<file path="config.mk">
export PLATFORM = sky130hd
export DESIGN_NAME = q2e_isqrt
export DESIGN_NICKNAME = d
export VERILOG_FILES = /design/src/sv/quaternion_to_euler_angles_defines.svh /design/src/sv/q2e_pkg.sv /design/src/sv/q2e_isqrt.sv
export SDC_FILE = /design/constraint.sdc
export NUM_CORES = 2
export LEC_CHECK = 0
export ABC_CLOCK_PERIOD_IN_PS = 3700
export BUFFER_PORTS_ARGS = -buffer_cell sky130_fd_sc_hd__buf_2
export CAP_MARGIN = 10
export CORE_MARGIN = 2
export CORE_UTILIZATION = 45
export DETAILED_ROUTE_END_ITERATION = 10
export PLACE_DENSITY = 0.64
export SKIP_CTS_REPAIR_TIMING = 1
export SYNTH_ARGS = -nofsm -noshare
export SYNTH_HDL_FRONTEND = slang
export SYNTH_SLANG_ARGS = --single-unit
export TNS_END_PERCENT = 1
</file>
<file path="constraint.sdc">
create_clock -name clock -period 3.7 [get_ports clock]
set_input_delay 0.37 -clock clock [delete_from_list [all_inputs] [get_ports clock]]
set_output_delay 0.37 -clock clock [all_outputs]
set_load 0.01 [all_outputs]
</file>
<file path="src/sv/quaternion_to_euler_angles_defines.svh">
// ----------------------------------------------------------------------------
// Quaternion to Euler angles: assertion macros
// Concurrent check macros, left empty when the design is synthesized.
// ----------------------------------------------------------------------------
`ifndef QUATERNION_TO_EULER_ANGLES_DEFINES_SVH
`define QUATERNION_TO_EULER_ANGLES_DEFINES_SVH
`ifndef SYNTHESIS
`define QTE_ASSERT(lbl, prop, msg) \
   lbl: assert property (@(posedge clock) disable iff (reset) prop) else $error(msg);
`define QTE_ASSERT_RST(lbl, prop, msg) \
   lbl: assert property (@(posedge clock) prop) else $error(msg);
`else
`define QTE_ASSERT(lbl, prop, msg)
`define QTE_ASSERT_RST(lbl, prop, msg)
`endif
`endif

</file>
<file path="src/sv/q2e_pkg.sv">
// ----------------------------------------------------------------------------
// Quaternion to Euler angles: package
// Widths, fixed-point constants and the CORDIC arctangent table.
// ----------------------------------------------------------------------------
package q2e_pkg;

   localparam int OP_W     = 33;   // atan2 operands, Q.28
   localparam int T_W      = 30;   // clamped asin argument
   localparam int ARG_W    = 57;   // radicand, up to 2^56
   localparam int ROOT_W   = 29;   // root, up to 2^28
   localparam int SQ_STEPS = 29;   // one result bit per stage
   localparam int CX_W     = 36;   // CORDIC vector width
   localparam int Z_W      = 26;   // angle in 1/65536 degree
   localparam int OUT_W    = 17;   // angle in 1/128 degree before saturation
   localparam int TAB_LEN  = 24;
   // Index of the last operand delay stage, aligned with the root.
   localparam int OP_LAST  = 3 + SQ_STEPS;

   localparam logic signed [OP_W-1:0]  HALF_Q28 = OP_W'(34'sd134217728);
   localparam logic signed [34:0]      ONE_T    = 35'sd268435456;
   localparam logic signed [T_W-1:0]   ONE_Q28  = T_W'(35'sd268435456);
   localparam logic [ARG_W-1:0]        ONE_SQ   = ARG_W'(1) << 56;
   localparam logic signed [Z_W-1:0]   DEG180   = Z_W'(32'sd11796480);
   localparam logic signed [OUT_W-1:0] OUT180   = OUT_W'(32'sd23040);
   localparam logic signed [OUT_W-1:0] OUT90    = OUT_W'(32'sd11520);

   localparam logic signed [Z_W-1:0] ATAN_TAB [0:TAB_LEN-1] = '{
      26'sd2949120, 26'sd1740967, 26'sd919879, 26'sd466945, 26'sd234379,
      26'sd117304, 26'sd58666, 26'sd29335, 26'sd14668, 26'sd7334, 26'sd3667,
      26'sd1833, 26'sd917, 26'sd458, 26'sd229, 26'sd115, 26'sd57, 26'sd29,
      26'sd14, 26'sd7, 26'sd4, 26'sd2, 26'sd1, 26'sd0
   };

   typedef struct packed {
      logic signed [OP_W-1:0] roll_num;
      logic signed [OP_W-1:0] roll_den;
      logic signed [OP_W-1:0] yaw_num;
      logic signed [OP_W-1:0] yaw_den;
      logic signed [T_W-1:0]  t;
      logic                   clamped;
   } ops_type;

endpackage

</file>
<file path="src/sv/q2e_isqrt.sv">
// ----------------------------------------------------------------------------
// Quaternion to Euler angles: pipelined integer square root
// Floor square root of a 57-bit radicand, one result bit per stage.
// ----------------------------------------------------------------------------
module q2e_isqrt (
   input  logic                            clock,
   input  logic                            en,
   input  logic [q2e_pkg::ARG_W-1:0]       arg,
   output logic [q2e_pkg::ROOT_W-1:0]      root
);
   localparam int N = q2e_pkg::SQ_STEPS;

   logic [q2e_pkg::ARG_W-1:0] n_ff [0:N-1];
   logic [q2e_pkg::ARG_W:0]   r_ff [0:N-1];

   for (genvar k = 0; k < N; k++) begin : g_step
      logic [q2e_pkg::ARG_W-1:0] n_prev, n_in;
      logic [q2e_pkg::ARG_W:0]   r_prev, r_in, trial;
      localparam logic [q2e_pkg::ARG_W:0] BIT = (q2e_pkg::ARG_W+1)'(1) << (56 - 2*k);
      if (k == 0) begin : g_first
         assign n_prev = arg;
         assign r_prev = '0;
      end else begin : g_next
         assign n_prev = n_ff[k-1];
         assign r_prev = r_ff[k-1];
      end
      always_comb begin
         trial = r_prev + BIT;
         if ({1'b0, n_prev} >= trial) begin
            n_in = n_prev - q2e_pkg::ARG_W'(trial);
            r_in = (r_prev >> 1) + BIT;
         end else begin
            n_in = n_prev;
            r_in = r_prev >> 1;
         end
      end
      always_ff @(posedge clock) begin
         if (en) begin
            n_ff[k] <= n_in;
            r_ff[k] <= r_in;
         end
      end
   end

   assign root = r_ff[N-1][q2e_pkg::ROOT_W-1:0];
endmodule

</file>
=== Yosys cells after proc, flatten, opt, wreduce, memory -nomap -nowiden ===
Memories as Yosys holds them, arrays and structs flattened.
Index checks and enable logic that the tools add are counted.

* $add $sub $neg: 85
* $lt $le $gt $ge: 29
* Muxes and demuxes: 60

{| class="wikitable"
|+ Operator list
! cell !! number
|-
| $mux W57 || 30
|-
| $ge A57 B58 Y1 || 28
|-
| $mux W58 || 28
|-
| $sub A57 B57 Y57 || 28
|-
| $add A57 B1 Y58 const B || 1
|-
| $add A57 B11 Y58 const B || 1
|-
| $add A57 B13 Y58 const B || 1
|-
| $add A57 B15 Y58 const B || 1
|-
| $add A57 B17 Y58 const B || 1
|-
| $add A57 B19 Y58 const B || 1
|-
| $add A57 B21 Y58 const B || 1
|-
| $add A57 B23 Y58 const B || 1
|-
| $add A57 B25 Y58 const B || 1
|-
| $add A57 B27 Y58 const B || 1
|-
| $add A57 B29 Y58 const B || 1
|-
| $add A57 B3 Y58 const B || 1
|-
| $add A57 B31 Y58 const B || 1
|-
| $add A57 B33 Y58 const B || 1
|-
| $add A57 B35 Y58 const B || 1
|-
| $add A57 B37 Y58 const B || 1
|-
| $add A57 B39 Y58 const B || 1
|-
| $add A57 B41 Y58 const B || 1
|-
| $add A57 B43 Y58 const B || 1
|-
| $add A57 B45 Y58 const B || 1
|-
| other kinds (39) || 40
|}

* Register bits: 0
* RAM bits: 3335
* Bits of input ports: 59
* Output and inout port bits: 29
* Word-level logic and storage cells: 176
* Memories kept: 2

{| class="wikitable"
|+ Memories
! name !! depth !! width !! rd ports !! clocked after Yosys merged registers in !! write ports !! RTL line !! text
|-
| r_ff || 29 || 58 || 29 || 0 || 29 || q2e_isqrt.sv:14 || <nowiki>logic [q2e_pkg::ARG_W:0] r_ff [0:N-1];</nowiki>
|-
| n_ff || 29 || 57 || 28 || 0 || 29 || q2e_isqrt.sv:13 || <nowiki>logic [q2e_pkg::ARG_W-1:0] n_ff [0:N-1];</nowiki>
|}

=== Longest topological paths before layout ===
An unclocked memory read counts as a cell.

* Depth after elaboration: 4
* Gate-level depth with buffers: 15
* Mapped depth without buffers: 13

=== Worst setup path after synthesis ===
Ideal clock, no wire load.

* Path kind: register -> register
* Start: mem n_ff[1][575] in the netlist's numbering
* End: mem n_ff[1][678] in the netlist's numbering, data pin
* Setup time: 0.266 ns
* Data arrival time: 3.442 ns
* Required time: 3.434 ns
* Setup slack: -0.008 ns
* Stages on the path, launching flop included: 13
* Buffers on the path: 1
* Clock period less this slack: 3.708 ns
* Cells stage by stage: edfxtp_1 ha_1 o21ai_0 a221oi_1 or4_1 a41oi_2 o21ai_1 a21o_1 a311o_1 or4b_1 clkbuf_1 nor3_1 xor2_1

{| class="wikitable"
|+ RTL lines
! item !! RTL line
|-
| start, declared || q2e_isqrt.sv:13
|}

==> flow_metrics.env <==
export IMPL_status="finished, violations left"
export IMPL_violations="setup timing"
export IMPL_max_slew_margin_rel=0.245
export IMPL_syn_nets=8090
export IMPL_path_cells="or4_4 -> or3_4 -> nor3_1 -> nand4_1 -> nand3_1 -> or4b_2 -> or4b_2 -> or4_1 -> xnor2_1"
export IMPL_wirelength_mm=222
export IMPL_fin_crit_ns=3.76
export IMPL_final_setup_worst_slack_ns=-0.0621
export IMPL_skew_ns=0.0763
export IMPL_rows=169
export IMPL_synth_ff_type="edfxtp_1"
export IMPL_hold_path_class="in2reg"
export IMPL_drt_pass1_iter_count=5
export IMPL_wl_per_cell_um=19.9
export IMPL_crit_top_cell="or4b_2"
export IMPL_final_layout_size_suffix_gt1_frac=0.121
export IMPL_setup_viol=1
export IMPL_h_tree_depth=4
export IMPL_synth_top_area_cell="edfxtp_1"
export IMPL_synthesis_area_mm2=0.0962
export IMPL_crit_path_top_delay_cell="or4b_2"
export IMPL_multi_input_area_mm2=0.0332
export IMPL_cts_tree="built"
export IMPL_coreArea_mm2=0.212
export IMPL_cp_end_kind="register"
export IMPL_dp_hpwl_mm=166
export IMPL_synth_top_area_share=0.634
export IMPL_fmax_mhz=266
export IMPL_r2r_start="n_ff[1][442]"
export IMPL_fillers=17937
export IMPL_max_stage_delay_ns=0.64
export IMPL_cts_sinks=2031
export IMPL_cap_viol_max_count=0
export IMPL_reg2reg_setup_slack_ns=-0.06
export IMPL_whs_ns=0.195
export IMPL_dp_cells=10723
export IMPL_cp_arrival_ns=4.32
export IMPL_dieArea_mm2=0.218
export IMPL_viasPerCell=5.48
export IMPL_gp_congestion=0.889
export IMPL_async_reset_ff_frac=0
export IMPL_clkLatencyLatePin_ns=0.87
export IMPL_grt_util_all_layers=0.200
export IMPL_slew_viol_final=0
export IMPL_port_buffer_count=87
export IMPL_clock_path_buffers=3
export IMPL_start_util=0.453
export IMPL_gr_total_overflow=0
export IMPL_grt_pass1_vias=59370
export IMPL_critPathLaunchType="register"
export IMPL_final_hold_viol_count=0
export IMPL_p_total_mw=67.4
export IMPL_min_from="arg[40]"
export IMPL_grt_pass1_wl_mm=339
export IMPL_yosys_warnings=0
export IMPL_cts_inserted_buffers=209
export IMPL_final_antenna_net_count=0
export IMPL_seq_area_frac_synth=0.634
export IMPL_setup_tns_ns=-0.0621
export IMPL_die_y_um=466
export IMPL_nNetsFinal=8692
export IMPL_dpl_cell_area_mm2=0.103
export IMPL_clk_pin_slew_ns=0.06
export IMPL_p_leak_nw=42.3
export IMPL_antenna_found_initial=9
export IMPL_seqCellArea_mm2=0.0610
export IMPL_place_ws_ns=-0.299
export IMPL_syn_to_final_growth_pct=15.5
export IMPL_worstPathRequired_ns=4.25
export IMPL_yosys_cell_types_count=85
export IMPL_post_route_util=0.523
export IMPL_worst_slew_pin_slew_ns=1.13
export IMPL_final_area_mm2=0.111
export IMPL_final_cells=11168
export IMPL_yosysMostFrequentCell="edfxtp_1"
export IMPL_synth_common_cells="2031 x edfxtp_1, 555 x inv_1, 528 x nand2_1"
export IMPL_power_density_mw_per_mm2=607
export IMPL_dr_total_vias=61155
export IMPL_syn_inst=7570
export IMPL_holdPathEnd="n_ff[0][40]"
export IMPL_rsz0062_at_grt="yes"
export IMPL_cp_max_fo=3
export IMPL_path_class="reg2reg"
export IMPL_die_w_um=466
export IMPL_ys_seq_elements=2031
export IMPL_drtIter0Drc=5266
export IMPL_ir_drop_v=0.000481
export IMPL_drcViolationCount=0
export IMPL_io_pins=88
export IMPL_r2r_end="n_ff[1][509]"
export IMPL_synth_area_per_cell_um2=12.7
export IMPL_clock_root_buffer="clkbuf_16"
export IMPL_grt_max_degree=209
export IMPL_hold_depth=2
export IMPL_synth_area_leaders="edfxtp_1 63%, ha_1 6.0%, xor2_1 3.4%"
export IMPL_r2r_cells=9
export IMPL_synth_edf_count=2031
export IMPL_post_route_period_util=1.02
==> cells by family after synthesis <==
kind of cell | Yosys count | share of synthesized area
other | 1 | 0.0000390
xor gates and xnor gates | 680 | 0.0619
muxes | 60 | 0.00690
DFF | 2031 | 0.634
AOI/OAI and AO/OA | 1413 | 0.0910
buffers and inverters | 709 | 0.0279
and+or+nand+nor | 2215 | 0.118
adders and majority gates | 461 | 0.0600
==> critical path, delay by kind of cell (launching register included) <==
family / cells / cell delay [ns]
flip-flops: 1 / 0.46
AND/OR/NAND/NOR: 8 / 2.92
XOR/XNOR: 1 / 0.14
==> placed cells by master (no fill, tap or decap), drive strengths merged, types with 42 or more instances in the layout <==
master	synthesis	layout
inv	555	561
nand3	117	117
o21ai	368	368
or3	70	70
edfxtp	2031	2031
a21o	184	184
nor4b	42	42
ha	460	460
nand4	114	114
nor2b	71	71
nor2	467	467
nand2	528	528
o31ai	45	45
nand2b	102	102
mux2	51	51
a21oi	448	448
nor3	219	219
or4	52	52
xnor2	308	308
xor2	372	372
buf	14	487
o21a	77	77
clkbuf	140	246
dlygate4sd3	0	58
clkinv	0	99
nor4	267	267
==> area by class of cell <==
| class | instances | share of cell area |
|---|---|---|
| Clock inverter | 139 | 0.0142 |
| Sequential cell | 2031 | 0.549 |
| Antenna cell | 1 | 0.0000225 |
| Inverter | 555 | 0.0188 |
| Timing Repair Buffer | 545 | 0.0388 |
| Multi-Input combinational cell | 4830 | 0.299 |
| Tap cell | 2821 | 0.0318 |
| Clock buffer | 246 | 0.0483 |
==> state kept, by name, indices dropped and copies added (netlist names) <==
register / cells
n_ff: 1596
r_ff: 435
==> worst max-delay path by stage <==
stage                         to  slack [ns]  cells past startpoint         start
floorplan           n_ff[1][678]        0.01                     13  n_ff[1][580]
global placement    n_ff[1][568]       -0.28                     11  n_ff[1][464]
detailed placement  n_ff[1][678]       -0.30                     11  n_ff[1][582]
CTS                 n_ff[1][556]       -0.36                     12  r_ff[1][472]
global route        n_ff[1][509]       -0.14                     11  n_ff[1][409]
finish              n_ff[1][509]       -0.06                      9  n_ff[1][442]
==> per-layer routing <==
metal	up-vias	global-route usage	wire length, µm	share of wire
met5	-	0	12	0.000054
met4	2	0.0655	7000	0.031
met3	372	0.0346	11700	0.053
met2	1518	0.336	108000	0.49
met1	29734	0.263	95700	0.43
li1	29529	-	-	-
==> power breakdown <==
part / switching (mW) / internal [mW]
Sequential: 2.44 / 29.3
Combinational: 8.27 / 6.32
Clock: 9.04 / 12.0
Total: 19.8 / 47.7
Note: power is estimated with default switching activity, not from simulation.
