**src/sv/quaternion_to_euler_angles_defines.svh**
```systemverilog
// ----------------------------------------------------------------------------
// Quaternion to Euler angles: assertion macros
// Concurrent check macros, left empty when the design is synthesized.
// ----------------------------------------------------------------------------
`ifndef QUATERNION_TO_EULER_ANGLES_DEFINES_SVH
`define QUATERNION_TO_EULER_ANGLES_DEFINES_SVH
`ifndef SYNTHESIS
`define QTE_ASSERT(lbl, prop, msg) \
   lbl: assert property (@(posedge clock) disable iff (reset) prop) else $error(msg);
`define QTE_ASSERT_RST(lbl, prop, msg) \
   lbl: assert property (@(posedge clock) prop) else $error(msg);
`else
`define QTE_ASSERT(lbl, prop, msg)
`define QTE_ASSERT_RST(lbl, prop, msg)
`endif
`endif

```
**src/sv/q2e_pkg.sv**
```systemverilog
// ----------------------------------------------------------------------------
// Quaternion to Euler angles: package
// Widths, fixed-point constants and the CORDIC arctangent table.
// ----------------------------------------------------------------------------
package q2e_pkg;

   localparam int OP_W     = 33;   // atan2 operands, Q.28
   localparam int T_W      = 30;   // clamped asin argument
   localparam int ARG_W    = 57;   // radicand, up to 2^56
   localparam int ROOT_W   = 29;   // root, up to 2^28
   localparam int SQ_STEPS = 29;   // one result bit per stage
   localparam int CX_W     = 36;   // CORDIC vector width
   localparam int Z_W      = 26;   // angle in 1/65536 degree
   localparam int OUT_W    = 17;   // angle in 1/128 degree before saturation
   localparam int TAB_LEN  = 24;
   // Index of the last operand delay stage, aligned with the root.
   localparam int OP_LAST  = 3 + SQ_STEPS;

   localparam logic signed [OP_W-1:0]  HALF_Q28 = OP_W'(34'sd134217728);
   localparam logic signed [34:0]      ONE_T    = 35'sd268435456;
   localparam logic signed [T_W-1:0]   ONE_Q28  = T_W'(35'sd268435456);
   localparam logic [ARG_W-1:0]        ONE_SQ   = ARG_W'(1) << 56;
   localparam logic signed [Z_W-1:0]   DEG180   = Z_W'(32'sd11796480);
   localparam logic signed [OUT_W-1:0] OUT180   = OUT_W'(32'sd23040);
   localparam logic signed [OUT_W-1:0] OUT90    = OUT_W'(32'sd11520);

   localparam logic signed [Z_W-1:0] ATAN_TAB [0:TAB_LEN-1] = '{
      26'sd2949120, 26'sd1740967, 26'sd919879, 26'sd466945, 26'sd234379,
      26'sd117304, 26'sd58666, 26'sd29335, 26'sd14668, 26'sd7334, 26'sd3667,
      26'sd1833, 26'sd917, 26'sd458, 26'sd229, 26'sd115, 26'sd57, 26'sd29,
      26'sd14, 26'sd7, 26'sd4, 26'sd2, 26'sd1, 26'sd0
   };

   typedef struct packed {
      logic signed [OP_W-1:0] roll_num;
      logic signed [OP_W-1:0] roll_den;
      logic signed [OP_W-1:0] yaw_num;
      logic signed [OP_W-1:0] yaw_den;
      logic signed [T_W-1:0]  t;
      logic                   clamped;
   } ops_type;

endpackage

```
**src/sv/q2e_cordic.sv**
```systemverilog
// ----------------------------------------------------------------------------
// Quaternion to Euler angles: pipelined CORDIC atan2
// Vectoring mode, one micro-rotation per stage, angle in 1/65536 degree.
// ----------------------------------------------------------------------------
module q2e_cordic #(
   parameter int STAGES = 16
) (
   input  logic                               clock,
   input  logic                               en,
   input  logic signed [q2e_pkg::OP_W-1:0]    num,
   input  logic signed [q2e_pkg::OP_W-1:0]    den,
   output logic signed [q2e_pkg::Z_W-1:0]     angle
);
   logic signed [q2e_pkg::CX_W-1:0] x_ff [0:STAGES];
   logic signed [q2e_pkg::CX_W-1:0] y_ff [0:STAGES];
   logic signed [q2e_pkg::Z_W-1:0]  z_ff [0:STAGES];
   logic                            zero_ff [0:STAGES];

   // Left half-plane vectors are turned by 180 degrees first.
   always_ff @(posedge clock) begin
      if (en) begin
         zero_ff[0] <= (num == '0) && (den == '0);
         if (den < 0) begin
            x_ff[0] <= -q2e_pkg::CX_W'(den);
            y_ff[0] <= -q2e_pkg::CX_W'(num);
            z_ff[0] <= (num >= 0) ? q2e_pkg::DEG180 : -q2e_pkg::DEG180;
         end else begin
            x_ff[0] <= q2e_pkg::CX_W'(den);
            y_ff[0] <= q2e_pkg::CX_W'(num);
            z_ff[0] <= '0;
         end
      end
   end

   for (genvar i = 0; i < STAGES; i++) begin : g_rot
      logic signed [q2e_pkg::CX_W-1:0] xs, ys;
      assign xs = x_ff[i] >>> i;
      assign ys = y_ff[i] >>> i;
      always_ff @(posedge clock) begin
         if (en) begin
            zero_ff[i+1] <= zero_ff[i];
            if (y_ff[i] >= 0) begin
               x_ff[i+1] <= x_ff[i] + ys;
               y_ff[i+1] <= y_ff[i] - xs;
               z_ff[i+1] <= z_ff[i] + q2e_pkg::ATAN_TAB[i];
            end else begin
               x_ff[i+1] <= x_ff[i] - ys;
               y_ff[i+1] <= y_ff[i] + xs;
               z_ff[i+1] <= z_ff[i] - q2e_pkg::ATAN_TAB[i];
            end
         end
      end
   end

   assign angle = zero_ff[STAGES] ? '0 : z_ff[STAGES];
endmodule

```
**config.mk**
```make
export PLATFORM = sky130hd
export DESIGN_NAME = q2e_cordic
export DESIGN_NICKNAME = d
export VERILOG_FILES = /design/src/sv/quaternion_to_euler_angles_defines.svh /design/src/sv/q2e_pkg.sv /design/src/sv/q2e_cordic.sv
export SDC_FILE = /design/constraint.sdc
export NUM_CORES = 2
export LEC_CHECK = 0
export ABC_AREA = 0
export BUFFER_PORTS_ARGS = -buffer_cell sky130_fd_sc_hd__buf_4
export CAP_MARGIN = 20
export CORE_MARGIN = 2
export CORE_UTILIZATION = 52
export CTS_CLUSTER_DIAMETER = 80
export DETAILED_ROUTE_END_ITERATION = 8
export GPL_TIMING_DRIVEN = 0
export PLACE_DENSITY = 0.68
export SLEW_MARGIN = 20
export SYNTH_ARGS = -nofsm -noshare
export SYNTH_HDL_FRONTEND = slang
export SYNTH_SLANG_ARGS = --single-unit
```
**constraint.sdc**
```tcl
create_clock -name clock -period 5.7 [get_ports clock]
set_input_delay 0.285 -clock clock [delete_from_list [all_inputs] [get_ports clock]]
set_output_delay 0.285 -clock clock [all_outputs]
set_load 0.03 [all_outputs]
```
Yosys cells after proc, flatten, opt, wreduce, memory -nomap -nowiden. Memory sizes are Yosys's and may differ from the RTL's. Index checks and enable logic that the tools add are counted.

$add $sub $neg: 97. Multiply operators: 0. Div/mod/pow operators: 0. $lt $le $gt $ge: 18. Equality and inequality tests: 0. Shift-type cells: 0. Muxes and demuxes: 157. Bitwise gates (word level): 51. Reductions and logical operators: 3.

Operators by type and width (count): 2-to-1 mux 36 bit (34); greater-or-equal comparator 36 x 1 -> 1 bit (second input constant) (16); 2-to-1 mux 26 bit (19); 2-to-1 mux 1 bit (104); adder 36 x 21 -> 36 bit (2); adder 36 x 22 -> 36 bit (2); adder 36 x 23 -> 36 bit (2); adder 36 x 24 -> 36 bit (2); adder 36 x 25 -> 36 bit (2); adder 36 x 26 -> 36 bit (2); adder 36 x 27 -> 36 bit (2); adder 36 x 28 -> 36 bit (2); adder 36 x 29 -> 36 bit (2); adder 36 x 30 -> 36 bit (2); adder 36 x 31 -> 36 bit (2); adder 36 x 32 -> 36 bit (2); adder 36 x 33 -> 36 bit (2); adder 36 x 34 -> 36 bit (2); adder 36 x 35 -> 36 bit (2); negation 33 -> 36 bit (2); subtractor 36 x 21 -> 36 bit (2); subtractor 36 x 22 -> 36 bit (2); subtractor 36 x 23 -> 36 bit (2); subtractor 36 x 24 -> 36 bit (2); other kinds (50) (113).

Register bits after elaboration: 0. Latch bits: 0. RAM bits: 1683. Memory bits (read-only): 0. Word-level logic and storage cells: 330. Memories kept: 4.

Memories: x_ff (words 17, width 36, rd ports 16, clocked after memory_dff 0, wr ports 17, RTL line q2e_cordic.sv:14) `logic signed [q2e_pkg::CX_W-1:0] x_ff [0:STAGES];`; y_ff (words 17, width 36, rd ports 16, clocked after memory_dff 0, wr ports 17, RTL line q2e_cordic.sv:15) `logic signed [q2e_pkg::CX_W-1:0] y_ff [0:STAGES];`; z_ff (words 17, width 26, rd ports 17, clocked after memory_dff 0, wr ports 17, RTL line q2e_cordic.sv:16) `logic signed [q2e_pkg::Z_W-1:0] z_ff [0:STAGES];`; zero_ff (words 17, width 1, rd ports 17, clocked after memory_dff 0, wr ports 17, RTL line q2e_cordic.sv:17) `logic zero_ff [0:STAGES];`.

Longest topological paths before layout.
Depth after elaboration: 5. Mapped depth: 23. Gate-level depth less buffers: 23.

Least setup slack after synthesis. Ideal clock, no wire load.

Path type: input-to-reg. Start point: input port en. End point: memory x_ff[3][32] (netlist bit), data pin. Setup time: 0.259 ns. Arrival: 5.056 ns. Required time: 5.441 ns. Slack: 0.385 ns. Stages on the path: 21. Cells stage by stage: clkbuf_1 clkbuf_1 nand2_1 inv_1 clkbuf_1 buf_1 nor2_1 xnor2_1 ha_1 a21o_1 a21o_1 a21o_1 a2111oi_0 a2bb2oi_1 o31ai_1 o2111ai_1 a21boi_1 or4_1 a31o_2 a21oi_1 xnor2_1.

RTL lines: from (decl) (RTL line q2e_cordic.sv:9) `input logic en,`; to (decl) (RTL line q2e_cordic.sv:14).

==> metrics.md <==
| Metric | Value |
|---|---|
| Outcome | `finished clean` |
| # H-tree levels | `4` |
| RSZ-0062 raised after global routing | `true` |
| Fillers | `20743` |
| Critical Path End Type | `flop` |
| Top-count cell post-synth | `edfxtp_1` |
| Vias in the first global route | `98645` |
| Slew @ Worst Pin | `1.09 ns` |
| Post-synth ARST share | `0%` |
| Gp weighted congestion | `0.940` |
| Tmin final | `5.54 ns` |
| TritonCTS clock tree | `yes` |
| Yosys cell types | `86` |
| HP Class | `in -> reg` |
| Count of flip-flops with a built-in enable after synthesis | `1456` |
| Element type at the critical path start | `input pin` |
| Top-Level Pins | `94` |
| 1st-iter DRT viols | `8236` |
| Top Layer Used | `met4` |
| Routed len/inst | `21.5 µm` |
| Synth Flop Type | `edfxtp_1` |
| Pin count of the biggest net entering global routing | `62` |
| Fin cells | `16910` |
| Clock Latency Late Sink | `0.87 ns` |
| Worst-path clk slew | `0.06 ns` |
| Drt pass-1 iters | `8` |
| Die Y | `495 µm` |
| Post-synth top cells | `edfxtp_1 (1456), ha_1 (1421), a21oi_1 (1283)` |
| Synthesized area | `125000 µm²` |
| First-pass GRT wire length | `560000 µm` |
| Routed Antenna Nets | `0` |
| Final Hold Fails | `0` |
| Met1 wire length | `151000 µm` |
| Slew Limit Fails | `0` |
| GRT Util Overall | `28.9%` |
| Area growth from synthesis to layout | `10.4%` |
| Vias post-DR | `101828` |
| Core area | `240000 µm²` |
| Die area | `245000 µm²` |
| Total Routed Length | `364000 µm` |
| Post-Syn Instances | `13169` |
| Die Wd | `495 µm` |
| WL met3 | `16800 µm` |
| Max Cap Viol | `0` |
| Largest buffer count on any clock path | `3` |
| Final setup margin | `0.162 ns` |
| Normalized max-slew margin | `27.7%` |
| Syn Nets | `14697` |
| Final setup fails | `0` |
| Worst Path Required | `6.32 ns` |
| Post-synth top area share | `34.9%` |
| Routed met2 length | `179000 µm` |
| Port Buffers | `92` |
| Layout cells sized above 1 | `4.62%` |
| Final net count | `15109` |
| Fin crit share | `97.2%` |
| Synth warn | `0` |
| Initial antenna violation count | `4` |
| Clock Sink Count | `1456` |
| HPWL after DPL | `293000 µm` |
| Largest area contributor in the netlist | `edfxtp_1` |
| Syn avg cell area | `9.52 µm²` |
| CP arrival | `6.16 ns` |
| Register area share after synthesis | `34.9%` |
| Synth Register Bits | `1456` |
| FMAX | `0.181 GHz` |
| Inst Count DP | `16472` |
| Num rows | `180` |
| GR Overflow Total | `0` |
| Worst Clk Skew | `0.0631 ns` |
| Worst hold margin | `0.154 ns` |
| Top cells by area, synth | `edfxtp_1 (35%), ha_1 (14%), xnor2_1 (8.8%)` |
| Pre-CTS WS | `-2.17 ns` |
| Via density | `6.02` |
| Clk root buf | `clkbuf_16` |
| CTS Buf Count | `173` |
| Max FO, Critical Path | `15` |
| Crit Path Class | `in -> reg` |
| Starting density of the core | `52.2%` |
| Drc violations | `0` |
## final cells by class
type / instances / area (µm²) / share of cell area, %
plain buffers: 248 / 1150 / 0.832
multi-input cells: 10876 / 78900 / 57.0
well taps: 3185 / 3990 / 2.88
inverters: 587 / 2220 / 1.60
clock inverters: 118 / 1470 / 1.06
flip-flops and latches: 1456 / 43700 / 31.6
clock buffers: 195 / 4410 / 3.19
diodes: 6 / 15.0 / 0.0108
repair buffers: 239 / 2530 / 1.83
## layout by cell type, fill, tap and decap left out, types with 86 or more instances in the layout
cell type / instances
nand2b_1: 260
inv_1: 574
or3_1: 96
nand3_1: 160
a211oi_1: 86
ha_1: 1421
a31oi_1: 120
a21o_1: 684
xnor2_1: 1262
clkbuf_16: 174
nand2_1: 770
nor2_1: 930
o21ai_0: 824
xor2_1: 698
o21a_1: 184
dlygate4sd3_1: 108
clkbuf_1: 182
nor3_1: 258
o21bai_1: 214
nor2b_1: 223
a21oi_1: 1280
and3_1: 98
edfxtp_1: 1456
o31ai_1: 169
buf_4: 108
o41ai_1: 92
## critical path, stage by stage
cell and delay (ns):
buf_4 0.18, clkbuf_16 0.24, clkbuf_4 0.34, clkbuf_2 0.33
nand2_1 0.11, clkbuf_2 0.33, clkbuf_4 0.39, o21ai_0 0.39
ha_1 0.30, a21o_1 0.17, a21oi_1 0.25, o21ai_0 0.12
a31oi_1 0.39, o21ai_0 0.25, a31oi_1 0.49, o21ai_0 0.26
a221o_1 0.39, a21o_1 0.22, a31o_2 0.24, a21oi_1 0.17
xnor2_1 0.22
## what timing repair did
item,in CTS,in global routing
gates resized for setup,64,86
setup endpoints to repair,250,87
pin swaps,0,4
hold buffers,109,0
hold endpoints to repair,91,0
buffers inserted,0,12
## registers in the layout, indices dropped and copies added (netlist names)
signal	flops
y_ff	541
x_ff	525
z_ff	373
zero_ff	17
## metal layers
metal / up-vias / track usage [%]
met2: 2840 / 51.0
met5: - / 0
met3: 649 / 3.49
li1: 49653 / -
met1: 48686 / 35.4
met4: 0 / 12.4
## stage by stage
stage          util (%)  setup TNS [ns]  instance area [µm²]
2_1_floorplan         -               0               125000
3_3_place_gp       54.2        -7181.96               130000
6_report           57.6               0               138000
4_1_cts            57.5               0               138000
5_1_grt            57.6         -0.0387               138000
3_5_place_dp       54.5         -478.74               131000
## cells by family (layout without fill, tap and decap cells)
logic type	after synthesis	in the layout	synth area share [%]
AO/OA/AOI/OAI	4156	4156	21.1
XOR/XNOR	1961	1961	13.7
adder cells (fa/ha/maj)	1460	1460	14.8
buffers and inverters	837	1387	2.51
flip-flops	1456	1456	34.9
multiplexers	48	48	0.394
other	1	7	0.00299
AND/OR/NAND/NOR	3250	3250	12.6
## path summary, 6_finish.rpt
path,endpoint,cells past startpoint,start,slack [ns]
setup / recovery,y_ff[13][29],21,en,0.16
hold reg to reg,zero_ff[9],0,zero_ff[8],0.42
setup reg to reg,x_ff[3][32],19,y_ff[2][35],0.20
hold / removal,x_ff[0][0],2,den[0],0.15
Power is not shown: default switching activity piles up to over one toggle a cycle in this logic, so the estimate is an artifact.
